===== src/sv/sira_pkg.sv =====
// Shared constants, codes and controller/datapath command types for the
// shifting insert/remove array. No dependencies.
`timescale 1ns / 1ps

package sira_pkg;

   localparam int CAPACITY = 16;
   localparam int IDX_W    = $clog2(CAPACITY);
   localparam int CNT_W    = $clog2(CAPACITY + 1);

   // Field widths of the request and response words
   localparam int ACT_W  = 3;
   localparam int LEN_W  = 5;
   localparam int WORD_W = 64;
   localparam int STAT_W = 2;
   localparam int CMP_W  = (CNT_W > LEN_W) ? CNT_W : LEN_W;

   typedef logic [IDX_W-1:0]  idx_type;
   typedef logic [CNT_W-1:0]  cnt_type;
   typedef logic [LEN_W-1:0]  len_type;
   typedef logic [CMP_W-1:0]  cmp_type;
   typedef logic [ACT_W-1:0]  act_type;
   typedef logic [STAT_W-1:0] stat_code_type;
   typedef logic [WORD_W-1:0] word_type;

   localparam act_type ACT_INSERT = 3'd0;
   localparam act_type ACT_REMOVE = 3'd1;
   localparam act_type ACT_READ   = 3'd2;
   localparam act_type ACT_WRITE  = 3'd3;
   localparam act_type ACT_RESIZE = 3'd4;

   localparam stat_code_type ST_OK    = 2'd0;
   localparam stat_code_type ST_RANGE = 2'd1;
   localparam stat_code_type ST_FULL  = 2'd2;

   // Memory read address select
   localparam logic [1:0] RD_PREV = 2'd0;
   localparam logic [1:0] RD_NEXT = 2'd1;
   localparam logic [1:0] RD_POS  = 2'd2;

   // Memory write select
   localparam logic [1:0] WR_SHIFT = 2'd0;
   localparam logic [1:0] WR_WORD  = 2'd1;
   localparam logic [1:0] WR_ZERO  = 2'd2;

   // Length update
   localparam logic [1:0] LEN_KEEP = 2'd0;
   localparam logic [1:0] LEN_INC  = 2'd1;
   localparam logic [1:0] LEN_DEC  = 2'd2;
   localparam logic [1:0] LEN_SET  = 2'd3;

   typedef struct packed {
      logic          capture;
      logic          k_load_used;
      logic          k_load_pos;
      logic          k_inc;
      logic          k_dec;
      logic          rd_en;
      logic [1:0]    rd_sel;
      logic          wr_en;
      logic [1:0]    wr_sel;
      logic [1:0]    len_op;
      logic          set_status;
      stat_code_type status;
      logic          read_hit;
      logic          rsp_load;
   } sira_cmd_type;

   typedef struct packed {
      act_type action;
      logic    pos_gt_len;
      logic    pos_ge_len;
      logic    len_full;
      logic    len_zero;
      logic    newlen_gt_cap;
      logic    k_eq_pos;
      logic    rem_done;
      logic    k_ge_newlen;
      logic    rsp_free;
   } sira_stat_type;

endpackage


===== src/sv/sira_req_if.sv =====
// Request channel: valid/ready handshake carrying one array action.
// Depends on sira_pkg.
`timescale 1ns / 1ps

interface sira_req_if;
   logic                  valid;
   logic                  ready;
   sira_pkg::act_type     action;
   sira_pkg::len_type     position;
   sira_pkg::word_type    word;
   sira_pkg::len_type     new_length;

   modport source (output valid, action, position, word, new_length, input ready);
   modport sink   (input valid, action, position, word, new_length, output ready);
endinterface


===== src/sv/sira_rsp_if.sv =====
// Response channel: valid/ready handshake carrying one action result.
// Depends on sira_pkg.
`timescale 1ns / 1ps

interface sira_rsp_if;
   logic                     valid;
   logic                     ready;
   sira_pkg::word_type       read_word;
   sira_pkg::len_type        length;
   sira_pkg::stat_code_type  status;

   modport source (output valid, read_word, length, status, input ready);
   modport sink   (input valid, read_word, length, status, output ready);
endinterface


===== src/sv/sira_dpath.sv =====
// Datapath: request registers, entry memory, shift index, length and the
// response register. Driven by sira_ctrl through sira_pkg command types.
`timescale 1ns / 1ps

module sira_dpath (
   input  logic                    clock,
   input  logic                    reset,
   input  sira_pkg::sira_cmd_type  cmd,
   output sira_pkg::sira_stat_type stat,
   input  sira_pkg::act_type       req_action,
   input  sira_pkg::len_type       req_position,
   input  sira_pkg::word_type      req_word,
   input  sira_pkg::len_type       req_new_length,
   output logic                    rsp_valid,
   input  logic                    rsp_ready,
   output sira_pkg::word_type      rsp_read_word,
   output sira_pkg::len_type       rsp_length,
   output sira_pkg::stat_code_type rsp_status
);

   sira_pkg::word_type      mem [sira_pkg::CAPACITY];

   sira_pkg::act_type       action_ff;
   sira_pkg::len_type       pos_ff;
   sira_pkg::word_type      word_ff;
   sira_pkg::len_type       newlen_ff;
   sira_pkg::cnt_type       used_ff, used_in;
   sira_pkg::cnt_type       k_ff, k_in;
   sira_pkg::word_type      rdata_ff;
   sira_pkg::stat_code_type status_ff;
   logic                    hit_ff;
   logic                    rsp_valid_ff, rsp_valid_in;
   sira_pkg::word_type      rsp_word_ff;
   sira_pkg::len_type       rsp_len_ff;
   sira_pkg::stat_code_type rsp_status_ff;

   sira_pkg::cnt_type       k_prev, k_next;
   sira_pkg::idx_type       raddr, waddr;
   sira_pkg::word_type      wdata;
   sira_pkg::cmp_type       pos_c, used_c, newlen_c, k_c, k_next_c;

   assign k_prev   = k_ff - sira_pkg::cnt_type'(1);
   assign k_next   = k_ff + sira_pkg::cnt_type'(1);
   assign pos_c    = sira_pkg::cmp_type'(pos_ff);
   assign used_c   = sira_pkg::cmp_type'(used_ff);
   assign newlen_c = sira_pkg::cmp_type'(newlen_ff);
   assign k_c      = sira_pkg::cmp_type'(k_ff);
   assign k_next_c = sira_pkg::cmp_type'(k_next);

   always_comb begin
      stat.action        = action_ff;
      stat.pos_gt_len    = pos_c > used_c;
      stat.pos_ge_len    = pos_c >= used_c;
      stat.len_full      = used_c >= sira_pkg::cmp_type'(sira_pkg::CAPACITY);
      stat.len_zero      = used_ff == '0;
      stat.newlen_gt_cap = newlen_c > sira_pkg::cmp_type'(sira_pkg::CAPACITY);
      stat.k_eq_pos      = k_c == pos_c;
      stat.rem_done      = k_next_c >= used_c;
      stat.k_ge_newlen   = k_c >= newlen_c;
      stat.rsp_free      = !rsp_valid_ff || rsp_ready;
   end

   always_comb begin
      unique case (cmd.rd_sel)
         sira_pkg::RD_PREV: raddr = sira_pkg::idx_type'(k_prev);
         sira_pkg::RD_NEXT: raddr = sira_pkg::idx_type'(k_next);
         default:           raddr = sira_pkg::idx_type'(pos_ff);
      endcase
      unique case (cmd.wr_sel)
         sira_pkg::WR_SHIFT: begin
            waddr = sira_pkg::idx_type'(k_ff);
            wdata = rdata_ff;
         end
         sira_pkg::WR_WORD: begin
            waddr = sira_pkg::idx_type'(pos_ff);
            wdata = word_ff;
         end
         default: begin
            waddr = sira_pkg::idx_type'(k_ff);
            wdata = '0;
         end
      endcase
   end

   // Entry memory: one write, one registered read per cycle
   always_ff @(posedge clock) begin
      if (cmd.wr_en) begin
         mem[waddr] <= wdata;
      end
      if (cmd.rd_en) begin
         rdata_ff <= mem[raddr];
      end
   end

   always_comb begin
      unique case (cmd.len_op)
         sira_pkg::LEN_INC: used_in = used_ff + sira_pkg::cnt_type'(1);
         sira_pkg::LEN_DEC: used_in = used_ff - sira_pkg::cnt_type'(1);
         sira_pkg::LEN_SET: used_in = sira_pkg::cnt_type'(newlen_ff);
         default:           used_in = used_ff;
      endcase

      priority if (cmd.k_load_used) begin
         k_in = used_ff;
      end else if (cmd.k_load_pos) begin
         k_in = sira_pkg::cnt_type'(pos_ff);
      end else if (cmd.k_inc) begin
         k_in = k_next;
      end else if (cmd.k_dec) begin
         k_in = k_prev;
      end else begin
         k_in = k_ff;
      end

      rsp_valid_in = cmd.rsp_load || (rsp_valid_ff && !rsp_ready);
   end

   always_ff @(posedge clock) begin
      if (reset) begin
         used_ff      <= '0;
         rsp_valid_ff <= 1'b0;
      end else begin
         used_ff      <= used_in;
         rsp_valid_ff <= rsp_valid_in;
      end
   end

   always_ff @(posedge clock) begin
      k_ff <= k_in;
      if (cmd.capture) begin
         action_ff <= req_action;
         pos_ff    <= req_position;
         word_ff   <= req_word;
         newlen_ff <= req_new_length;
      end
      if (cmd.set_status) begin
         status_ff <= cmd.status;
         hit_ff    <= cmd.read_hit;
      end
      if (cmd.rsp_load) begin
         rsp_word_ff   <= hit_ff ? rdata_ff : '0;
         rsp_len_ff    <= sira_pkg::len_type'(used_ff);
         rsp_status_ff <= status_ff;
      end
   end

   assign rsp_valid     = rsp_valid_ff;
   assign rsp_read_word = rsp_word_ff;
   assign rsp_length    = rsp_len_ff;
   assign rsp_status    = rsp_status_ff;

endmodule


===== src/sv/sira_ctrl.sv =====
// Controller: sequences one action at a time over the datapath, reading and then
// writing each shifted entry. Depends on sira_pkg command and status types.
`timescale 1ns / 1ps

module sira_ctrl (
   input  logic                    clock,
   input  logic                    reset,
   input  logic                    req_valid,
   output logic                    req_ready,
   input  sira_pkg::sira_stat_type stat,
   output sira_pkg::sira_cmd_type  cmd
);

   localparam logic [2:0] S_IDLE    = 3'd0;
   localparam logic [2:0] S_DECODE  = 3'd1;
   localparam logic [2:0] S_INS_CHK = 3'd2;
   localparam logic [2:0] S_INS_WR  = 3'd3;
   localparam logic [2:0] S_REM_CHK = 3'd4;
   localparam logic [2:0] S_REM_WR  = 3'd5;
   localparam logic [2:0] S_RSZ     = 3'd6;
   localparam logic [2:0] S_DONE    = 3'd7;

   logic [2:0] state_ff, state_in;

   assign req_ready = state_ff == S_IDLE;

   always_comb begin
      cmd      = '0;
      state_in = state_ff;
      unique case (state_ff)
         S_IDLE: begin
            if (req_valid) begin
               cmd.capture = 1'b1;
               state_in    = S_DECODE;
            end
         end
         S_DECODE: begin
            cmd.set_status = 1'b1;
            cmd.status     = sira_pkg::ST_OK;
            state_in       = S_DONE;
            unique case (stat.action)
               sira_pkg::ACT_INSERT: begin
                  priority if (stat.pos_gt_len) begin
                     cmd.status = sira_pkg::ST_RANGE;
                  end else if (stat.len_full) begin
                     cmd.status = sira_pkg::ST_FULL;
                  end else begin
                     cmd.set_status  = 1'b0;
                     cmd.k_load_used = 1'b1;
                     state_in        = S_INS_CHK;
                  end
               end
               sira_pkg::ACT_REMOVE: begin
                  // empty array: nothing to remove, no error
                  priority if (stat.len_zero) begin
                     cmd.status = sira_pkg::ST_OK;
                  end else if (stat.pos_ge_len) begin
                     cmd.status = sira_pkg::ST_RANGE;
                  end else begin
                     cmd.set_status = 1'b0;
                     cmd.k_load_pos = 1'b1;
                     state_in       = S_REM_CHK;
                  end
               end
               sira_pkg::ACT_READ: begin
                  if (stat.pos_ge_len) begin
                     cmd.status = sira_pkg::ST_RANGE;
                  end else begin
                     cmd.rd_en    = 1'b1;
                     cmd.rd_sel   = sira_pkg::RD_POS;
                     cmd.read_hit = 1'b1;
                  end
               end
               sira_pkg::ACT_WRITE: begin
                  if (stat.pos_ge_len) begin
                     cmd.status = sira_pkg::ST_RANGE;
                  end else begin
                     cmd.wr_en  = 1'b1;
                     cmd.wr_sel = sira_pkg::WR_WORD;
                  end
               end
               sira_pkg::ACT_RESIZE: begin
                  if (stat.newlen_gt_cap) begin
                     cmd.status = sira_pkg::ST_FULL;
                  end else begin
                     cmd.set_status  = 1'b0;
                     cmd.k_load_used = 1'b1;
                     state_in        = S_RSZ;
                  end
               end
               default: begin
                  cmd.status = sira_pkg::ST_OK;
               end
            endcase
         end
         S_INS_CHK: begin
            if (stat.k_eq_pos) begin
               cmd.wr_en      = 1'b1;
               cmd.wr_sel     = sira_pkg::WR_WORD;
               cmd.len_op     = sira_pkg::LEN_INC;
               cmd.set_status = 1'b1;
               cmd.status     = sira_pkg::ST_OK;
               state_in       = S_DONE;
            end else begin
               cmd.rd_en  = 1'b1;
               cmd.rd_sel = sira_pkg::RD_PREV;
               state_in   = S_INS_WR;
            end
         end
         S_INS_WR: begin
            // move entry k-1 up to k
            cmd.wr_en  = 1'b1;
            cmd.wr_sel = sira_pkg::WR_SHIFT;
            cmd.k_dec  = 1'b1;
            state_in   = S_INS_CHK;
         end
         S_REM_CHK: begin
            if (stat.rem_done) begin
               cmd.len_op     = sira_pkg::LEN_DEC;
               cmd.set_status = 1'b1;
               cmd.status     = sira_pkg::ST_OK;
               state_in       = S_DONE;
            end else begin
               cmd.rd_en  = 1'b1;
               cmd.rd_sel = sira_pkg::RD_NEXT;
               state_in   = S_REM_WR;
            end
         end
         S_REM_WR: begin
            // move entry k+1 down to k
            cmd.wr_en  = 1'b1;
            cmd.wr_sel = sira_pkg::WR_SHIFT;
            cmd.k_inc  = 1'b1;
            state_in   = S_REM_CHK;
         end
         S_RSZ: begin
            if (stat.k_ge_newlen) begin
               cmd.len_op     = sira_pkg::LEN_SET;
               cmd.set_status = 1'b1;
               cmd.status     = sira_pkg::ST_OK;
               state_in       = S_DONE;
            end else begin
               // zero fill newly exposed entries
               cmd.wr_en  = 1'b1;
               cmd.wr_sel = sira_pkg::WR_ZERO;
               cmd.k_inc  = 1'b1;
            end
         end
         S_DONE: begin
            // hold until the response register is free
            if (stat.rsp_free) begin
               cmd.rsp_load = 1'b1;
               state_in     = S_IDLE;
            end
         end
         default: begin
            state_in = S_IDLE;
         end
      endcase
   end

   always_ff @(posedge clock) begin
      if (reset) begin
         state_ff <= S_IDLE;
      end else begin
         state_ff <= state_in;
      end
   end

endmodule


===== src/sv/shifting_insert_remove_array.sv =====
// Shifting insert/remove array: a 16-entry ordered list of 64-bit words with
// insert, remove, read, write and resize actions, one response word per request.
// Timing: one request is worked at a time. Read, write, remove on an empty list,
// the unused action codes and any rejected action go through acceptance, decode
// and the load of the response register. Insert also shifts length - position
// entries up, remove shifts length - position - 1 entries down, and resize to a
// larger length zero fills new_length - length entries, one entry at a time. The
// entry memory read is registered, so each moved entry is read and then written
// in separate states. A new request is taken once the previous one has reached
// the response register, even if that response has not yet been taken; no
// clearing pass follows reset.
// Depends on sira_pkg, sira_req_if, sira_rsp_if, sira_ctrl and sira_dpath.
`timescale 1ns / 1ps

module shifting_insert_remove_array (
   input  logic       clock,
   input  logic       reset,
   sira_req_if.sink   req_ch,
   sira_rsp_if.source rsp_ch
);

   sira_pkg::sira_cmd_type  cmd;
   sira_pkg::sira_stat_type stat;

   sira_ctrl u_ctrl (
      .clock     (clock),
      .reset     (reset),
      .req_valid (req_ch.valid),
      .req_ready (req_ch.ready),
      .stat      (stat),
      .cmd       (cmd)
   );

   sira_dpath u_dpath (
      .clock          (clock),
      .reset          (reset),
      .cmd            (cmd),
      .stat           (stat),
      .req_action     (req_ch.action),
      .req_position   (req_ch.position),
      .req_word       (req_ch.word),
      .req_new_length (req_ch.new_length),
      .rsp_valid      (rsp_ch.valid),
      .rsp_ready      (rsp_ch.ready),
      .rsp_read_word  (rsp_ch.read_word),
      .rsp_length     (rsp_ch.length),
      .rsp_status     (rsp_ch.status)
   );

endmodule


===== src/flat_wrapper.sv =====
// flat-port wrapper written by rule: the top's interface ports become plain ports
module shifting_insert_remove_array_flat 
  (clock, reset, req_ch_valid, req_ch_action, req_ch_position, req_ch_word, req_ch_new_length, req_ch_ready, rsp_ch_valid, rsp_ch_read_word, rsp_ch_length, rsp_ch_status, rsp_ch_ready);
  sira_req_if req_ch_i ();
  sira_rsp_if rsp_ch_i ();
  input  logic clock;
  input  logic reset;
  input wire logic [$bits(req_ch_i.valid)-1:0] req_ch_valid;
  input wire logic [$bits(req_ch_i.action)-1:0] req_ch_action;
  input wire logic [$bits(req_ch_i.position)-1:0] req_ch_position;
  input wire logic [$bits(req_ch_i.word)-1:0] req_ch_word;
  input wire logic [$bits(req_ch_i.new_length)-1:0] req_ch_new_length;
  output wire logic [$bits(req_ch_i.ready)-1:0] req_ch_ready;
  output wire logic [$bits(rsp_ch_i.valid)-1:0] rsp_ch_valid;
  output wire logic [$bits(rsp_ch_i.read_word)-1:0] rsp_ch_read_word;
  output wire logic [$bits(rsp_ch_i.length)-1:0] rsp_ch_length;
  output wire logic [$bits(rsp_ch_i.status)-1:0] rsp_ch_status;
  input wire logic [$bits(rsp_ch_i.ready)-1:0] rsp_ch_ready;
  assign req_ch_i.valid = req_ch_valid;
  assign req_ch_i.action = req_ch_action;
  assign req_ch_i.position = req_ch_position;
  assign req_ch_i.word = req_ch_word;
  assign req_ch_i.new_length = req_ch_new_length;
  assign req_ch_ready = req_ch_i.ready;
  assign rsp_ch_valid = rsp_ch_i.valid;
  assign rsp_ch_read_word = rsp_ch_i.read_word;
  assign rsp_ch_length = rsp_ch_i.length;
  assign rsp_ch_status = rsp_ch_i.status;
  assign rsp_ch_i.ready = rsp_ch_ready;
  shifting_insert_remove_array u_core (.clock(clock), .reset(reset), .req_ch(req_ch_i), .rsp_ch(rsp_ch_i));
endmodule

===== config.mk =====
export PLATFORM = sky130hd
export DESIGN_NAME = shifting_insert_remove_array_flat
export DESIGN_NICKNAME = d
export VERILOG_FILES = /design/src/sv/sira_pkg.sv /design/src/sv/sira_req_if.sv /design/src/sv/sira_rsp_if.sv /design/src/sv/sira_dpath.sv /design/src/sv/sira_ctrl.sv /design/src/sv/shifting_insert_remove_array.sv /design/src/flat_wrapper.sv
export SDC_FILE = /design/constraint.sdc
export NUM_CORES = 2
export LEC_CHECK = 0
export BUFFER_PORTS_ARGS = -buffer_cell sky130_fd_sc_hd__buf_2
export CAP_MARGIN = 0
export CORE_MARGIN = 4
export CORE_UTILIZATION = 40
export DETAILED_ROUTE_END_ITERATION = 8
export PLACE_DENSITY = 0.64
export SYNTH_ARGS = -nofsm -noshare
export SYNTH_HDL_FRONTEND = slang
export SYNTH_SLANG_ARGS = --single-unit

===== constraint.sdc =====
create_clock -name clock -period 7.35 [get_ports clock]
set_input_delay 0.3675 -clock clock [delete_from_list [all_inputs] [get_ports clock]]
set_output_delay 0.3675 -clock clock [all_outputs]
set_load 0.05 [all_outputs]

==> impl_results.md <==
- Outcome: completed
- Final ANT Viol Nets: 0
- Die Ht: 357 um
- Flop2flop setup slack: 2.38 ns
- Post-CTS Hold Buffers: 79
- DRC Markers: 0
- Share of cells above drive strength 1: 0.251
- CP Class: reg2reg
- Critical path peak fanout: 50
- Final period util: 0.676
- TritonCTS buffer count: 132
- Maximum clock frequency: 201 MHz
- # port buffers: 153
- TNS Setup: 0 ns
- Max Cap Viol: 0
- Leakage: 18.7 nW
- Hold Vio Cnt, Final: 0
- Final nets: 2,591
- Commonest non-fill, non-tap cell in the layout: edfxtp_1
- Vias in the first global route: 24,400
- Initial antenna violation count: 2
- Final Worst Setup Slack: 2.38 ns
- Initial DRC count: 2,156
- Worst path arrival time: 5.33 ns
- Routed vias: 22,800
- Internal power: 16.2 mW
- Root buffer cell: clkbuf_16
- Critical Path Start Type: flip-flop
- Total GRT Usage: 0.168
- First-pass GRT wire length: 159,000 um
- Total chip power: 23.3 mW
- Synth cell types: 68
- Hold WS: 0.285 ns
- Syn Area/Cell: 22.3 um2
- Worst r2r dst: u_core.u_dpath.mem[2][44]
- RSZ-0062 raised after global routing: false
- Post-synth design cell area: 48,800 um2
- Seq. cell area: 37,500 um2
- Pins over their slew limit: 0
- Worst slew pin tran: 1.18 ns
- Flops & latches, synth: 1,253
- IO Pins: 154
- # rows: 127
- Hold crit path type: in2reg
- # setup viols final: 0
- Initial cell density of the core: 0.405
- Multi-input gate area: 10,500 um2
- GP Congestion: 0.789
- Fill cells: 9,847
- CTS H-Tree Depth: 4
- ANT cells: 0
- WL final: 106,000 um
- Placement Cell Area: 51,500 um2
- Clock power frac: 0.280
- Clock buffer depth: 3
- DIE AREA: 128,000 um2
- Comb pwr share: 0.281
- RR Startpoint: u_core.u_dpath.used_c[4]
- DRT Pass-1 Iters: 5
- Largest net degree at the start of global routing: 106
- Clock Sinks: 1,253
- Skew-Pair Late Insertion Delay: 0.73 ns
- CP endpoint: u_core.u_dpath.mem[2][44]
- Max VDD drop: 476 uV
- Clk_skew: 0.0298 ns
- PD cells: 412 nW/um2
- Rel. slew slack: 0.212
- Total gr overflow: 0
- Worst-path clk slew: 0.06 ns
- Core area: 121,000 um2
- Die W: 357 um
- EDFF count, synth: 1,244
- Sequential cell area fraction in the yosys report: 0.769
- Post-route minimum period: 4.97 ns
- Detailed-route wire length per cell: 25.3 um
- Psw: 7.07 mW
- Area grow syn2layout: 15.7%
- Seq pwr share: 0.439
- Post-CTS setup repair buffer count: 0
- Yosys warning count: 0
- Syn Nets: 2,296
- CTS resizes: 0
- Mapped Cells: 2,194
- Hpwl dp: 56,700 um
- Crit. End Element: flip-flop
- Design area: 56,500 um2
- CTS tree: yes
- Setup Slack @ Placement: 2.39 ns
- Primary FF master, synth: edfxtp_1
- Required time worst endpoint: 7.71 ns
- Switch share: 0.304
- Origin of the worst setup path: u_core.u_dpath.used_c[4]
- Synth async-reset ratio: 0
- FF-to-FF path depth: 10
- Via density: 5.43
- Commonest cells after routing, fill and taps aside: edfxtp_1 (1,244), mux4_2 (243), mux2i_1 (201)
-- per-stage QoR --
step                       util  instances
after global placement    0.427       3888
after floorplan               -       2194
after CTS                 0.468       4204
after detailed placement  0.427       3888
final                     0.468       4204
after global routing      0.468       4204
-- power by group through the flow --
stage	Combinational, mW	Sequential, mW	Clock [mW]
floorplan	4.92	10.2	0
global placement	6.41	10.4	0
detailed placement	6.59	10.4	0
CTS	6.65	10.2	6.66
global route	7.10	10.3	6.99
finish	6.54	10.2	6.51
-- cells in the mapped netlist, drive strengths merged (6+ instances only) --
cell,n,area [um2]
nand2,12,45.0
mux2i,202,2030
and2,66,413
a22o,65,569
nor3,11,55.1
edfxtp,1244,37400
inv,20,75.1
nor2b,6,37.5
nand3,11,67.6
mux4,256,5810
nor2,48,180
buf,78,783
a31oi,8,50.1
clkbuf,32,125
nand2b,6,37.5
o21ai,13,65.1
dfxtp,9,180
ha,20,250
a21oi,16,83.8
xnor2,13,114
-- logic make-up after synthesis --
| group | Yosys count | synth area share |
|---|---|---|
| AO/OA/AOI/OAI | 141 | 0.0224 |
| XOR/XNOR | 16 | 0.00287 |
| adder cells (fa/ha/maj) | 21 | 0.00553 |
| buffers and inverters | 130 | 0.0201 |
| flip-flops | 1253 | 0.769 |
| multiplexers | 459 | 0.161 |
| AND/OR/NAND/NOR | 174 | 0.0196 |
-- state kept, by name, summed over array words and instances, names as in the netlist --
| register | flops |
|---|---|
| u_core.u_dpath.rsp_length | 5 |
| u_core.u_dpath.rsp_status | 2 |
| u_core.u_dpath.rdata_ff | 64 |
| u_core.u_dpath.rsp_read_word | 64 |
| u_core.u_ctrl.state_ff | 3 |
| u_core.u_dpath.action_ff | 3 |
| u_core.u_dpath.rsp_valid | 1 |
| u_core.u_dpath.status_ff | 2 |
| u_core.u_dpath.k_c | 5 |
| u_core.u_dpath.used_c | 5 |
| u_core.u_dpath.pos_c | 5 |
| u_core.u_dpath.mem | 1024 |
| u_core.u_dpath.hit_ff | 1 |
| u_core.u_dpath.newlen_c | 5 |
| u_core.u_dpath.word_ff | 64 |
-- worst max-delay path, stage by stage, from the launching register on --
cell,delay [ns]
dfxtp_1,0.50
inv_1,0.16
ha_1,0.34
nand3_1,0.15
o21bai_1,0.27
and3b_1,0.31
a41o_4,0.79
nor2b_1,0.27
a22oi_1,0.30
nor2_4,0.93
buf_4,0.54
-- per-layer routing --
layer / track usage / part of all wire / up-vias
met5: 0 / 0 / -
met4: 0.0515 / 0.025 / 0
met3: 0.0266 / 0.053 / 154
met2: 0.287 / 0.51 / 667
met1: 0.224 / 0.41 / 12200
li1: - / - / 9779
-- layout make-up --
cell class / count / share of cell area
clock buffer: 153 / 0.0602
tap: 1612 / 0.0357
timing repair buffer: 271 / 0.0372
clock inverter: 84 / 0.0149
multi-input combinational: 811 / 0.186
inverter: 20 / 0.00133
sequential: 1253 / 0.664
-- how the worst min path moves through the flow --
stage / from / end / depth (start not counted) / slack (ns)
6_report: req_ch_valid / u_core.u_ctrl.state_ff[0] / 5 / 0.28
4_1_cts: req_ch_valid / u_core.u_ctrl.state_ff[0] / 5 / 0.24
2_1_floorplan: u_core.u_dpath.status_ff[0] / u_core.u_dpath.rsp_status[0] / 0 / 0.40
3_5_place_dp: u_core.u_dpath.status_ff[0] / u_core.u_dpath.rsp_status[0] / 0 / 0.40
3_3_place_gp: u_core.u_dpath.status_ff[0] / u_core.u_dpath.rsp_status[0] / 0 / 0.41
5_1_grt: req_ch_valid / u_core.u_ctrl.state_ff[0] / 5 / 0.29
Note: power is estimated with default switching activity, not from simulation.
